==> src/hdl/assert_macros.svh <==
// assertion macros shared by the radix parser rtl
// no dependencies; included by the files that carry checks
`ifndef ASSERT_MACROS_SVH
`define ASSERT_MACROS_SVH

// plain concurrent check on a clock, disabled while rst is high
`define RSTI_ASSERT(lbl, clk, rst, prop, msg) \
   lbl: assert property (@(posedge clk) disable iff (rst) (prop)) else $error(msg);

// antecedent in one cycle implies consequent in the next
`define RSTI_ASSERT_NEXT(lbl, clk, rst, ante, cons, msg) \
   lbl: assert property (@(posedge clk) disable iff (rst) (ante) |=> (cons)) else $error(msg);

`endif

==> src/hdl/rsti_pkg.sv <==
// types and constants of the radix string-to-integer parser
// no dependencies; imported by every module of the block
package rsti_pkg;

   localparam int TEXT_WIDTH      = 8;
   localparam int DIGIT_WIDTH     = 6;
   localparam int VALUE_WIDTH     = 64;
   localparam int NARROW_WIDTH    = 32;
   localparam int CSR_INDEX_WIDTH = 4;
   localparam int CSR_DATA_WIDTH  = 8;

   // register map
   localparam logic [CSR_INDEX_WIDTH-1:0] REG_RADIX  = 4'd0;
   localparam logic [CSR_INDEX_WIDTH-1:0] REG_NARROW = 4'd1;

   localparam logic [DIGIT_WIDTH-1:0] RADIX_RESET = 6'd10;

   // ascii codes
   localparam logic [TEXT_WIDTH-1:0] CHAR_0     = 8'h30;
   localparam logic [TEXT_WIDTH-1:0] CHAR_9     = 8'h39;
   localparam logic [TEXT_WIDTH-1:0] CHAR_LA    = 8'h61;
   localparam logic [TEXT_WIDTH-1:0] CHAR_LZ    = 8'h7a;
   localparam logic [TEXT_WIDTH-1:0] CHAR_UA    = 8'h41;
   localparam logic [TEXT_WIDTH-1:0] CHAR_UZ    = 8'h5a;
   localparam logic [TEXT_WIDTH-1:0] CHAR_UNDER = 8'h5f;
   localparam logic [TEXT_WIDTH-1:0] CHAR_COLON = 8'h3a;
   localparam logic [TEXT_WIDTH-1:0] CHAR_MINUS = 8'h2d;
   localparam logic [TEXT_WIDTH-1:0] CHAR_PLUS  = 8'h2b;
   localparam logic [TEXT_WIDTH-1:0] CHAR_SPACE = 8'h20;

   // digit offsets for lower and upper case letters
   localparam logic [DIGIT_WIDTH-1:0] LOWER_BASE = 6'd10;
   localparam logic [DIGIT_WIDTH-1:0] UPPER_BASE = 6'd36;

   typedef enum logic [2:0] {
      KIND_DIGIT,
      KIND_SKIP,
      KIND_SPACE,
      KIND_PLUS,
      KIND_MINUS,
      KIND_END
   } char_kind_type;

   typedef struct packed {
      char_kind_type          kind;
      logic [DIGIT_WIDTH-1:0] digit;
   } char_class_type;

endpackage

==> src/hdl/rsti_classify.sv <==
// byte decoder: sorts a text byte into digit, separator, sign, space or end
// depends on rsti_pkg
module rsti_classify (
   input  logic [rsti_pkg::TEXT_WIDTH-1:0] text_byte,
   output rsti_pkg::char_class_type        char_class
);
   import rsti_pkg::*;

   logic [TEXT_WIDTH-1:0] offset;

   always_comb begin
      offset           = '0;
      char_class.kind  = KIND_END;
      char_class.digit = '0;
      if (text_byte inside {[CHAR_0:CHAR_9]}) begin
         offset           = text_byte - CHAR_0;
         char_class.kind  = KIND_DIGIT;
         char_class.digit = offset[DIGIT_WIDTH-1:0];
      end else if (text_byte inside {[CHAR_LA:CHAR_LZ]}) begin
         offset           = text_byte - CHAR_LA;
         char_class.kind  = KIND_DIGIT;
         char_class.digit = offset[DIGIT_WIDTH-1:0] + LOWER_BASE;
      end else if (text_byte inside {[CHAR_UA:CHAR_UZ]}) begin
         offset           = text_byte - CHAR_UA;
         char_class.kind  = KIND_DIGIT;
         char_class.digit = offset[DIGIT_WIDTH-1:0] + UPPER_BASE;
      end else if (text_byte inside {CHAR_UNDER, CHAR_COLON}) begin
         char_class.kind = KIND_SKIP;
      end else if (text_byte == CHAR_SPACE) begin
         char_class.kind = KIND_SPACE;
      end else if (text_byte == CHAR_PLUS) begin
         char_class.kind = KIND_PLUS;
      end else if (text_byte == CHAR_MINUS) begin
         char_class.kind = KIND_MINUS;
      end
   end

endmodule

==> src/hdl/rsti_accum.sv <==
// parse state and multiply-add datapath: phase, sign and running total
// depends on rsti_pkg and assert_macros.svh
`include "assert_macros.svh"

module rsti_accum (
   input  logic                                   clock,
   input  logic                                   reset,
   input  logic                                   step,
   input  rsti_pkg::char_class_type               char_class,
   input  logic [rsti_pkg::DIGIT_WIDTH-1:0]       radix,
   input  logic                                   narrow_result,
   output logic                                   emit,
   output logic signed [rsti_pkg::VALUE_WIDTH-1:0] value
);
   import rsti_pkg::*;

   logic                   in_digits_ff, in_digits_in;
   logic                   negative_ff, negative_in;
   logic [VALUE_WIDTH-1:0] total_ff, total_in;
   logic [VALUE_WIDTH-1:0] scaled;
   logic [VALUE_WIDTH-1:0] signed_total;
   logic                   leading;

   // one 64x6 multiply-add per byte
   assign scaled = total_ff * {{(VALUE_WIDTH-DIGIT_WIDTH){1'b0}}, radix}
                   + {{(VALUE_WIDTH-DIGIT_WIDTH){1'b0}}, char_class.digit};

   assign signed_total = negative_ff ? (VALUE_WIDTH'(0) - total_ff) : total_ff;

   always_comb begin
      value = signed_total;
      if (narrow_result) begin
         value = {{(VALUE_WIDTH-NARROW_WIDTH){signed_total[NARROW_WIDTH-1]}},
                  signed_total[NARROW_WIDTH-1:0]};
      end
   end

   // start phase handles space and sign itself, everything else falls through
   assign leading = !in_digits_ff &&
                    (char_class.kind == KIND_SPACE || char_class.kind == KIND_PLUS ||
                     char_class.kind == KIND_MINUS);

   always_comb begin
      in_digits_in = in_digits_ff;
      negative_in  = negative_ff;
      total_in     = total_ff;
      emit         = 1'b0;
      if (leading) begin
         case (char_class.kind)
            KIND_PLUS: begin
               in_digits_in = 1'b1;
            end
            KIND_MINUS: begin
               in_digits_in = 1'b1;
               negative_in  = 1'b1;
            end
            default: begin
            end
         endcase
      end else begin
         case (char_class.kind)
            KIND_DIGIT: begin
               in_digits_in = 1'b1;
               total_in     = scaled;
            end
            KIND_SKIP: begin
               in_digits_in = 1'b1;
            end
            default: begin
               emit         = 1'b1;
               in_digits_in = 1'b0;
               negative_in  = 1'b0;
               total_in     = '0;
            end
         endcase
      end
   end

   always_ff @(posedge clock) begin
      if (reset) begin
         in_digits_ff <= 1'b0;
         negative_ff  <= 1'b0;
         total_ff     <= '0;
      end else if (step) begin
         in_digits_ff <= in_digits_in;
         negative_ff  <= negative_in;
         total_ff     <= total_in;
      end
   end

   `RSTI_ASSERT_NEXT(a_emit_restarts, clock, reset, step && emit,
      !in_digits_ff && !negative_ff && total_ff == '0, "state not cleared after a number")
   `RSTI_ASSERT(a_sign_in_digits, clock, reset, !negative_ff || in_digits_ff,
      "sign noted outside the digit phase")
   `RSTI_ASSERT(a_idle_total_zero, clock, reset, in_digits_ff || total_ff == '0,
      "running total nonzero in the start phase")

endmodule

==> src/hdl/radix_string_to_integer.sv <==
// top level of the radix string-to-integer parser: handshakes, registers, csr
// depends on rsti_pkg, rsti_classify, rsti_accum and assert_macros.svh
`include "assert_macros.svh"

// Parses signed integers out of a stream of text bytes, one byte per word on
// the req channel. Leading spaces are skipped, an optional '+' or '-' sets the
// sign, then digits are accumulated in the radix held in csr register 0
// ('0'-'9' = 0-9, 'a'-'z' = 10-35, 'A'-'Z' = 36-61; '_' and ':' are ignored,
// digits above the radix are accepted as is). Any other byte closes the number
// and sends one word on the rsp channel: the total modulo 2^64, negated for
// '-', and sign-extended from 32 bits when csr register 1 is set. A closing
// byte in the start phase sends 0. The block takes one byte every cycle while
// the rsp side keeps up; a result word held by rsp_stall keeps the buffered
// byte in place and raises req_stall until the word is taken. A closing byte
// passes the input register, then the result register, before its result
// word is valid. The rate is set by the feedback of the running total
// through one 64 by 6 multiply-add per byte. csr writes are always ready and
// are meant for an idle block.
module radix_string_to_integer (
   input  logic                                    clock,
   input  logic                                    reset,
   // text bytes in
   input  logic                                    req_valid,
   output logic                                    req_stall,
   input  logic [rsti_pkg::TEXT_WIDTH-1:0]         req_text_byte,
   // parsed values out
   output logic                                    rsp_valid,
   input  logic                                    rsp_stall,
   output logic signed [rsti_pkg::VALUE_WIDTH-1:0] rsp_parsed_value,
   // register writes
   input  logic                                    csr_valid,
   output logic                                    csr_ready,
   input  logic [rsti_pkg::CSR_INDEX_WIDTH-1:0]    csr_index,
   input  logic [rsti_pkg::CSR_DATA_WIDTH-1:0]     csr_wdata
);
   import rsti_pkg::*;

   // configuration registers
   logic [DIGIT_WIDTH-1:0] radix_ff;
   logic                   narrow_ff;

   // input register
   logic                  in_valid_ff, in_valid_in;
   logic [TEXT_WIDTH-1:0] in_byte_ff;

   // result register
   logic                          out_valid_ff, out_valid_in;
   logic signed [VALUE_WIDTH-1:0] out_value_ff;

   char_class_type                char_class;
   logic                          emit;
   logic signed [VALUE_WIDTH-1:0] value;
   logic                          out_free;
   logic                          proc_go;
   logic                          req_accept;

   assign csr_ready = 1'b1;

   always_ff @(posedge clock) begin
      if (reset) begin
         radix_ff  <= RADIX_RESET;
         narrow_ff <= 1'b0;
      end else if (csr_valid && csr_ready) begin
         case (csr_index)
            REG_RADIX:  radix_ff  <= csr_wdata[DIGIT_WIDTH-1:0];
            REG_NARROW: narrow_ff <= csr_wdata[0];
            default: begin
            end
         endcase
      end
   end

   // result register free when empty or being taken this cycle
   assign out_free   = !out_valid_ff || !rsp_stall;
   // the buffered byte moves on only when its result has somewhere to go
   assign proc_go    = in_valid_ff && out_free;
   assign req_stall  = in_valid_ff && !out_free;
   assign req_accept = req_valid && !req_stall;

   always_comb begin
      in_valid_in = in_valid_ff;
      if (req_accept) begin
         in_valid_in = 1'b1;
      end else if (proc_go) begin
         in_valid_in = 1'b0;
      end
   end

   always_ff @(posedge clock) begin
      if (reset) begin
         in_valid_ff <= 1'b0;
      end else begin
         in_valid_ff <= in_valid_in;
      end
   end

   always_ff @(posedge clock) begin
      if (req_accept) begin
         in_byte_ff <= req_text_byte;
      end
   end

   rsti_classify u_classify (
      .text_byte  (in_byte_ff),
      .char_class (char_class)
   );

   rsti_accum u_accum (
      .clock         (clock),
      .reset         (reset),
      .step          (proc_go),
      .char_class    (char_class),
      .radix         (radix_ff),
      .narrow_result (narrow_ff),
      .emit          (emit),
      .value         (value)
   );

   always_comb begin
      out_valid_in = out_valid_ff;
      if (proc_go) begin
         out_valid_in = emit;
      end else if (out_valid_ff && !rsp_stall) begin
         out_valid_in = 1'b0;
      end
   end

   always_ff @(posedge clock) begin
      if (reset) begin
         out_valid_ff <= 1'b0;
      end else begin
         out_valid_ff <= out_valid_in;
      end
   end

   always_ff @(posedge clock) begin
      if (proc_go && emit) begin
         out_value_ff <= value;
      end
   end

   assign rsp_valid        = out_valid_ff;
   assign rsp_parsed_value = out_value_ff;

   `RSTI_ASSERT_NEXT(a_reset_clears, clock, 1'b0, reset,
      !out_valid_ff && !in_valid_ff, "pipeline not empty after reset")
   `RSTI_ASSERT_NEXT(a_emit_lands, clock, reset, proc_go && emit,
      out_valid_ff, "closing byte produced no word")
   `RSTI_ASSERT_NEXT(a_byte_held, clock, reset, in_valid_ff && !out_free,
      in_valid_ff, "buffered byte dropped while blocked")

endmodule

==> config.mk <==
export PLATFORM = sky130hd
export DESIGN_NAME = radix_string_to_integer
export DESIGN_NICKNAME = d
export VERILOG_FILES = /design/src/hdl/rsti_pkg.sv /design/src/hdl/rsti_classify.sv /design/src/hdl/rsti_accum.sv /design/src/hdl/radix_string_to_integer.sv
export VERILOG_INCLUDE_DIRS = /design/src /design/src/hdl
export SDC_FILE = /design/constraint.sdc
export NUM_CORES = 1
export LEC_CHECK = 0
export BUFFER_PORTS_ARGS = -buffer_cell sky130_fd_sc_hd__buf_2
export CORE_MARGIN = 2
export CORE_UTILIZATION = 25
export DETAILED_ROUTE_END_ITERATION = 12
export GPL_TIMING_DRIVEN = 0
export SKIP_CTS_REPAIR_TIMING = 1
export SKIP_LAST_GASP = 1
export SYNTH_ARGS = -nofsm -noshare
export SYNTH_HDL_FRONTEND = slang
export SYNTH_SLANG_ARGS = --single-unit
==> constraint.sdc <==
create_clock -name clock -period 10.28 [get_ports clock]
set_clock_uncertainty 0.2 [all_clocks]
set_input_delay 1.028 -clock clock [delete_from_list [all_inputs] [get_ports clock]]
set_output_delay 1.028 -clock clock [all_outputs]
set_load 0.1 [all_outputs]
==> impl_results.md, run 1 <==
* Synth cell types at 73
* WP depth at 21
* Met3 Wirelength at 2.428 mm
* Most common cell after layout, fill and taps aside: and2_1
* Setup ws final at 1.904 ns
* Slowest stage cell, crit path: o31ai_1
* Fin cells at 3135
* Dpl cells at 3103
* Post-synth design cell area at 18900 µm²
* DR vias/cell at 4.864
* DRT Wirelength at 55.96 mm
* Setup slack, reg-to-reg at 1.90 ns
* Worst-case vdd ir drop at 0.1073 mV
* Final slew viol count at 0
* End point of the critical path: u_accum.total_ff[63]
* Async SR Flop Fraction at 0
* CTS tree: yes
* PD cells at 70.44 nW/µm²
* Crit-path cells: clkbuf_1 > clkbuf_1 > nand2_1 > fa_1 > fa_1 > inv_1 > fa_1 > inv_1 > fa_1 > inv_1 > ha_1 > a21o_1 > a21oi_1 > a21oi_1 > o21ai_0 > a31oi_1 > o31ai_1 > o211ai_1 > a31oi_1 > xnor2_1 > a22o_1
* Drt first-iter violations at 1215
* Fin nets at 2556
* Worst Tran Pin Value at 1.087 ns
* Post-route ant nets at 0
* Sink Count at 147
* Worst r2r dst: u_accum.total_ff[63]
* Wire per inst at 17.85 µm
* EDFF count, synth at 72
* Crit start category: flop
* Hold violation total from the final report at 0
* RD Place Congestion at 0.9002
* Post-DP HPWL at 44.30 mm
* Post-synthesis cell count at 2044
* Unrepaired setup endpoints after global routing: no
* Worst-path maximum fanout at 10
* Cell Rows at 100
* Net Count, Synth at 2447
* Die W at 279.0 µm
* Global-route wire length before repair at 90.49 mm
* Via count at 15249
* Ys flop type: dfxtp_1
* IO Port Bufs at 87
* Max Cap Violations at 0
* Worst Path Class, Setup: reg -> reg
* Met2 wire length at 26.50 mm
* Synth warn at 0
* FMAX at 0.1194 GHz
* DRC viols at 0
* FF/Latch Area at 3664 µm²
* Worst EP arrival at 8.53 ns
* Worst EP required at 10.43 ns
* Area delta synth->final at 12.11%
* Tcrit/Tclk final at 0.8148
* Clock-pin slew on the worst setup and hold paths at 0.06 ns
* Layout cells sized above 1 at 0.07110
* Cell mode on critical path: fa_1
* Max clock buf depth at 2
* Root Driver: clkbuf_16
* Post-synthesis sequential area ratio at 0.1938
* Vias in the first global route at 15611
* Total core area at 74700 µm²
* Initial Util at 0.2530
* Multi-input logic area at 14210 µm²
* Setup TNS at 0 ns
* Metal-1 WL at 25.32 mm
* Run status: finished clean
* Crit path capture type: flop
* FF-to-FF Start: radix_ff[5]
* #FFs+latches synth at 147
* DRT Pass-1 Iters at 5
* Full die area at 77820 µm²
* GRT Util Overall at 0.1484
* Leak pwr at 0.009832 µW
* Buf+Inv Stages, Crit Path at 5
* Setup WS pre-CTS at 2.008 ns
* Number of buffers created by CTS at 17
* Worst Hold Class: reg -> reg
* Worst path top cell family by delay: compound AO/OA/AOI/OAI gates
* Commonest non-fill, non-tap cells in the layout: and2_1 (301), fa_1 (240), nand2_1 (165), clkbuf_1 (143), ha_1 (138)
* Filler instances at 7911
* Final min period at 8.376 ns
* Ant. Diodes at 0
* Chip Height at 279.0 µm
* CP Launch Point: radix_ff[5]
* Cell count of the worst reg-to-reg path at 21
* Max H-tree Level at 4
* Setup Viol. Count Final at 0
* Total congestion overflow at 0
* Largest net degree at the start of global routing at 33
* Hold path startpoint: u_accum.total_ff[0]
* Top Metal Used: met4
* Worst stage delay on the critical path at 0.99 ns
* Top-Level Pins at 92
* Slew HR at 0.2690
* Avg Cell Area, Syn at 9.247 µm²
* Initial antenna violation count at 0
* Worst-Skew Late Latency at 0.47 ns
-- report_power, final --
part	total [µW]	internal (µW)	leakage, µW	switching, µW
registers	634	628	0.00127	6.61
clock network	640	340	0.000280	300
logic	219	46.1	0.00828	173
total	1490	1010	0.00983	479
-- layout make-up --
class,instances,area share
clock buffer,18,0.02025
multi-input combinational,1635,0.6708
tap,969,0.05722
buffer,155,0.03000
inverter,107,0.01895
timing repair buffer,90,0.02332
clock inverter,14,0.006613
sequential,147,0.1729
-- routing by layer --
metal  track usage  vias up
li1              -     7131
met1        0.2014     7605
met2        0.2445      428
met3       0.01565       85
met4       0.05280        0
met5             0        -
-- flip-flops by register name, indices dropped and copies added, names as in the netlist --
register	flops
u_accum.negative_ff	1
u_accum.total_ff	64
in_valid_ff	1
rsp_parsed_value	64
narrow_ff	1
in_byte_ff	8
rsp_valid	1
radix_ff	6
u_accum.in_digits_ff	1
-- Yosys cell counts (5+ instances only) --
cell,instances,share of area
nand4_1,21,0.0070
nor2_1,91,0.018
o21bai_1,11,0.0044
o31ai_1,19,0.0075
edfxtp_1,72,0.11
a22o_1,33,0.015
and3_1,8,0.0026
a22oi_1,14,0.0056
or4_1,6,0.0024
o41ai_1,12,0.0056
o21a_1,11,0.0044
nor3_1,28,0.0074
or2_2,5,0.0017
ha_1,138,0.091
or3_1,18,0.0060
a211oi_1,7,0.0028
o21ai_0,79,0.021
nand2b_1,10,0.0033
a21o_1,25,0.0099
mux2i_1,6,0.0032
buf_6,5,0.0030
a31oi_1,16,0.0053
nor4_1,8,0.0026
xor2_1,55,0.025
xnor2_1,75,0.035
nor2b_1,7,0.0023
nand3_1,26,0.0069
clkbuf_1,142,0.028
a21oi_1,132,0.035
fa_1,240,0.25
and2_1,301,0.10
nand2_1,165,0.033
o211ai_1,10,0.0040
inv_1,107,0.021
a21boi_0,8,0.0032
dfxtp_1,75,0.079
-- kinds of logic (layout without fill, tap and decap cells) --
kind of cell | Yosys count | count (layout) | share of synthesized area
DFF | 147 | 147 | 0.1938
adders and majority gates | 378 | 378 | 0.3455
AOI/OAI and AO/OA | 406 | 406 | 0.1383
xor gates and xnor gates | 130 | 130 | 0.06024
muxes | 6 | 6 | 0.003177
buffers and inverters | 262 | 384 | 0.05487
other | 1 | 1 | 0.0001984
and+or+nand+nor | 714 | 714 | 0.2039
-- worst min-delay path by stage --
stage                                     end  slack, ns  cells past startpoint
final                     rsp_parsed_value[0]       0.23                      0
after global routing      rsp_parsed_value[0]       0.24                      0
after CTS                 rsp_parsed_value[0]       0.23                      0
after detailed placement  rsp_parsed_value[0]       0.22                      0
after global placement    rsp_parsed_value[0]       0.22                      0
after floorplan           rsp_parsed_value[0]       0.21                      0
-- metrics by stage --
step	hold WS (ns)	power (µW)	cell area, µm²	util
2_1_floorplan	0.2064	808.2	18900	-
3_3_place_gp	0.2163	862.6	20550	0.2751
3_5_place_dp	0.2189	864.7	20620	0.2761
4_1_cts	0.2313	1499	21190	0.2837
5_1_grt	0.2364	1535	21190	0.2837
6_report	0.2289	1493	21190	0.2837
(Power assumes the default switching activity.)
==> run 2: changes to the inputs <==
- ABC_AREA: not set -> 1
- clock period: 10.28 -> 7.11 ns (I/O delays scaled with it)
==> impl_results.md, run 2 <==
* Number of buffers created by CTS at 17 (unchanged)
* Top-Level Pins at 92 (unchanged)
* Top-area cell type share of the netlist area at 0.2126 (-0.04154)
* EDFF count, synth at 72 (unchanged)
* FF-to-FF Start: radix_ff[5]
* Global-route wire length before repair at 125.7 mm (+39%)
* Layout cells sized above 1 at 0.05094 (-0.02016)
* Post-synthesis cell count at 3492 (+71%)
* Async SR Flop Fraction at 0 (unchanged)
* RD Place Congestion at 0.9482 (+5.3%)
* Sink Count at 147 (unchanged)
* Main area contributors after synthesis: fa_1 (21%), nand2_1 (21%), inv_1 (13%), edfxtp_1 (9.6%), ha_1 (7.6%)
* Post-synth design cell area at 22590 µm² (+20%)
* Largest net degree at the start of global routing at 46 (+39%)
* Full die area at 92800 µm² (+19%)
* Initial antenna violation count at 0 (unchanged)
* Cell Rows at 110 (+10%)
* Worst Tran Pin Value at 1.081 ns (-0.006586 ns)
* Worst-case vdd ir drop at 0.1717 mV (+60%)
* Slew HR at 0.2796 (+0.01059)
* Run status: finished clean
* Area delta synth->final at 11.19%
* Most common cell after layout, fill and taps aside: nand2_1
* FMAX at 0.1487 GHz (+25%)
* GRT Util Overall at 0.1760 (+0.02765)
* Tcrit/Tclk final at 0.9459 (+0.1312)
* Synth cell types at 45 (-38%)
* Worst EP arrival at 6.84 ns (-1.69 ns)
* Max clock buf depth at 2 (unchanged)
* Worst-Skew Late Latency at 0.47 ns (about the same)
* Most frequent cell after synthesis: nand2_1
* Worst Hold Class: in -> reg
* Leak pwr at 0.01571 µW (+60%)
* Synth warn at 0 (unchanged)
* Crit path capture type: flop
* Die W at 304.6 µm (+9.2%)
* Final min period at 6.726 ns (-1.650 ns)
* Wire per inst at 16.97 µm (-4.9%)
* Ys flop type: dfxtp_1
* Max Cap Violations at 0 (unchanged)
* Setup TNS at 0 ns (unchanged)
* CP Launch Point: radix_ff[5]
* Post-synthesis sequential area ratio at 0.1621 (-0.03167)
* Max H-tree Level at 4 (unchanged)
* Worst Path Class, Setup: reg -> reg
* FF/Latch Area at 3664 µm² (unchanged)
* Filler instances at 9989 (+26%)
* Chip Height at 304.6 µm (+9.2%)
* CTS tree: yes
* Fin nets at 4002 (+57%)
* Root Driver: clkbuf_16
* Post-DP HPWL at 68.14 mm (+54%)
* Via count at 21680 (+42%)
* Avg Cell Area, Syn at 6.470 µm² (-30%)
* Drt first-iter violations at 1713 (+41%)
* Multi-input logic area at 15410 µm² (+8.4%)
* #FFs+latches synth at 147 (unchanged)
* Hold violation total from the final report at 0 (unchanged)
* DRT Wirelength at 81.24 mm (+45%)
* Setup Viol. Count Final at 0 (unchanged)
* Total congestion overflow at 0 (unchanged)
* Post-route ant nets at 0 (unchanged)
* Initial Util at 0.2518 (-0.001264)
* DRC viols at 0 (unchanged)
* Worst-path maximum fanout at 10 (unchanged)
* Vias in the first global route at 21486 (+38%)
* Ant. Diodes at 0 (unchanged)
* Commonest non-fill, non-tap cells in the layout: nand2_1 (1269), inv_1 (766), fa_1 (240), nor2_1 (236), nand3_1 (156)
* Worst EP required at 7.22 ns (-3.21 ns)
* Crit start category: flop
* DR vias/cell at 4.528 (-6.9%)
* Clock-pin slew on the worst setup and hold paths at 0.07 ns (about the same)
* Total core area at 89740 µm² (+20%)
* Yosys top cell by area: fa_1
* Net Count, Synth at 3895 (+59%)
* Commonest cells in the synthesized netlist: nand2_1 (1269), inv_1 (767), fa_1 (240), nor2_1 (236), nand3_1 (156)
* Unrepaired setup endpoints after global routing: no
* Hold path startpoint: req_text_byte[6]
* Final slew viol count at 0 (unchanged)
* Utilization after layout at 0.2800 (-0.003721)
* PD cells at 90.72 nW/µm² (+29%)
* DRT Pass-1 Iters at 6 (+1)
* IO Port Bufs at 87 (unchanged)
run 2: cell count changes in the layout (fill, tap and decap cells not counted), sizes merged, moves of 64 or more:
cell / change
inv: +661
xnor2: -64
and2: -298
nand3: +132
nand2: +1107
nor2: +152
run 2: layout make-up:
cell class / instances / share of cell area
sequential: 147 / 0.1458
buffer: 142 / 0.02495
inverter: 772 / 0.1153
clock buffer: 22 / 0.02067
multi-input combinational: 2431 / 0.6133
tap: 1176 / 0.05857
timing repair buffer: 88 / 0.01813
clock inverter: 10 / 0.003237
run 2: logic make-up (layout without fill, tap and decap cells):
kind of cell / after synthesis / after routing / synth area share
adder cells (fa/ha/maj): 378 / 378 / 0.2891
flip-flops: 147 / 147 / 0.1621
AO/OA/AOI/OAI: 197 / 197 / 0.04580
other: 1 / 1 / 0.0001660
XOR/XNOR: 75 / 75 / 0.02907
AND/OR/NAND/NOR: 1780 / 1780 / 0.3178
buffers and inverters: 914 / 1034 / 0.1559
run 2: path summary, 6_finish.rpt:
path         slack, ns                   end  cells after the start
max               0.38  u_accum.total_ff[62]                     25
min reg2reg       0.24   rsp_parsed_value[0]                      0
min               0.22         in_byte_ff[6]                      1
max reg2reg       0.38  u_accum.total_ff[62]                     25
run 2: metrics by stage:
stage / cells / cell area (µm²) / hold slack [ns] / setup slack (ns) / power, µW
final: 4788 / 25120 / 0.2226 / 0.3843 / 2279
after global placement: 4755 / 24500 / 0.2096 / 0.2340 / 1349
after CTS: 4788 / 25120 / 0.1990 / 0.1853 / 2291
after global routing: 4788 / 25120 / 0.2134 / 0.1341 / 2347
after floorplan: 3492 / 22590 / 0.2029 / 2.071 / 1241
after detailed placement: 4756 / 24520 / 0.2314 / 0.2012 / 1352
run 2: routing by layer:
metal  up-vias  track usage  wire length, µm
met1     10186       0.2347            35110
met2       787       0.2901            37440
met3       131      0.02246             5609
li1      10576            -                -
met4         0      0.06643             3075
met5         -            0                0
run 2: where the power goes:
| group | internal (µW) | switching, µW | total [µW] |
|---|---|---|---|
| logic | 86.3 | 330 | 416 |
| clock network | 526 | 417 | 943 |
| registers | 909 | 10.3 | 920 |
| total | 1520 | 758 | 2280 |
run 2: critical path, stage by stage (launching register included):
cell,delay (ns)
dfxtp_1,0.31
clkbuf_1,0.22
clkbuf_2,0.42
clkbuf_1,0.60
nand2_1,0.19
fa_1,0.57
fa_1,0.56
inv_1,0.06
fa_1,0.53
inv_1,0.05
fa_1,0.54
inv_1,0.04
ha_1,0.34
nand2_1,0.21
nor2_1,0.24
nand2_1,0.07
nand3_1,0.28
nand2_1,0.10
nand2_1,0.19
nand2_1,0.07
nand2_1,0.17
nand2_1,0.17
nand2_1,0.09
nand2_1,0.05
nand3_1,0.19
a21oi_1,0.10
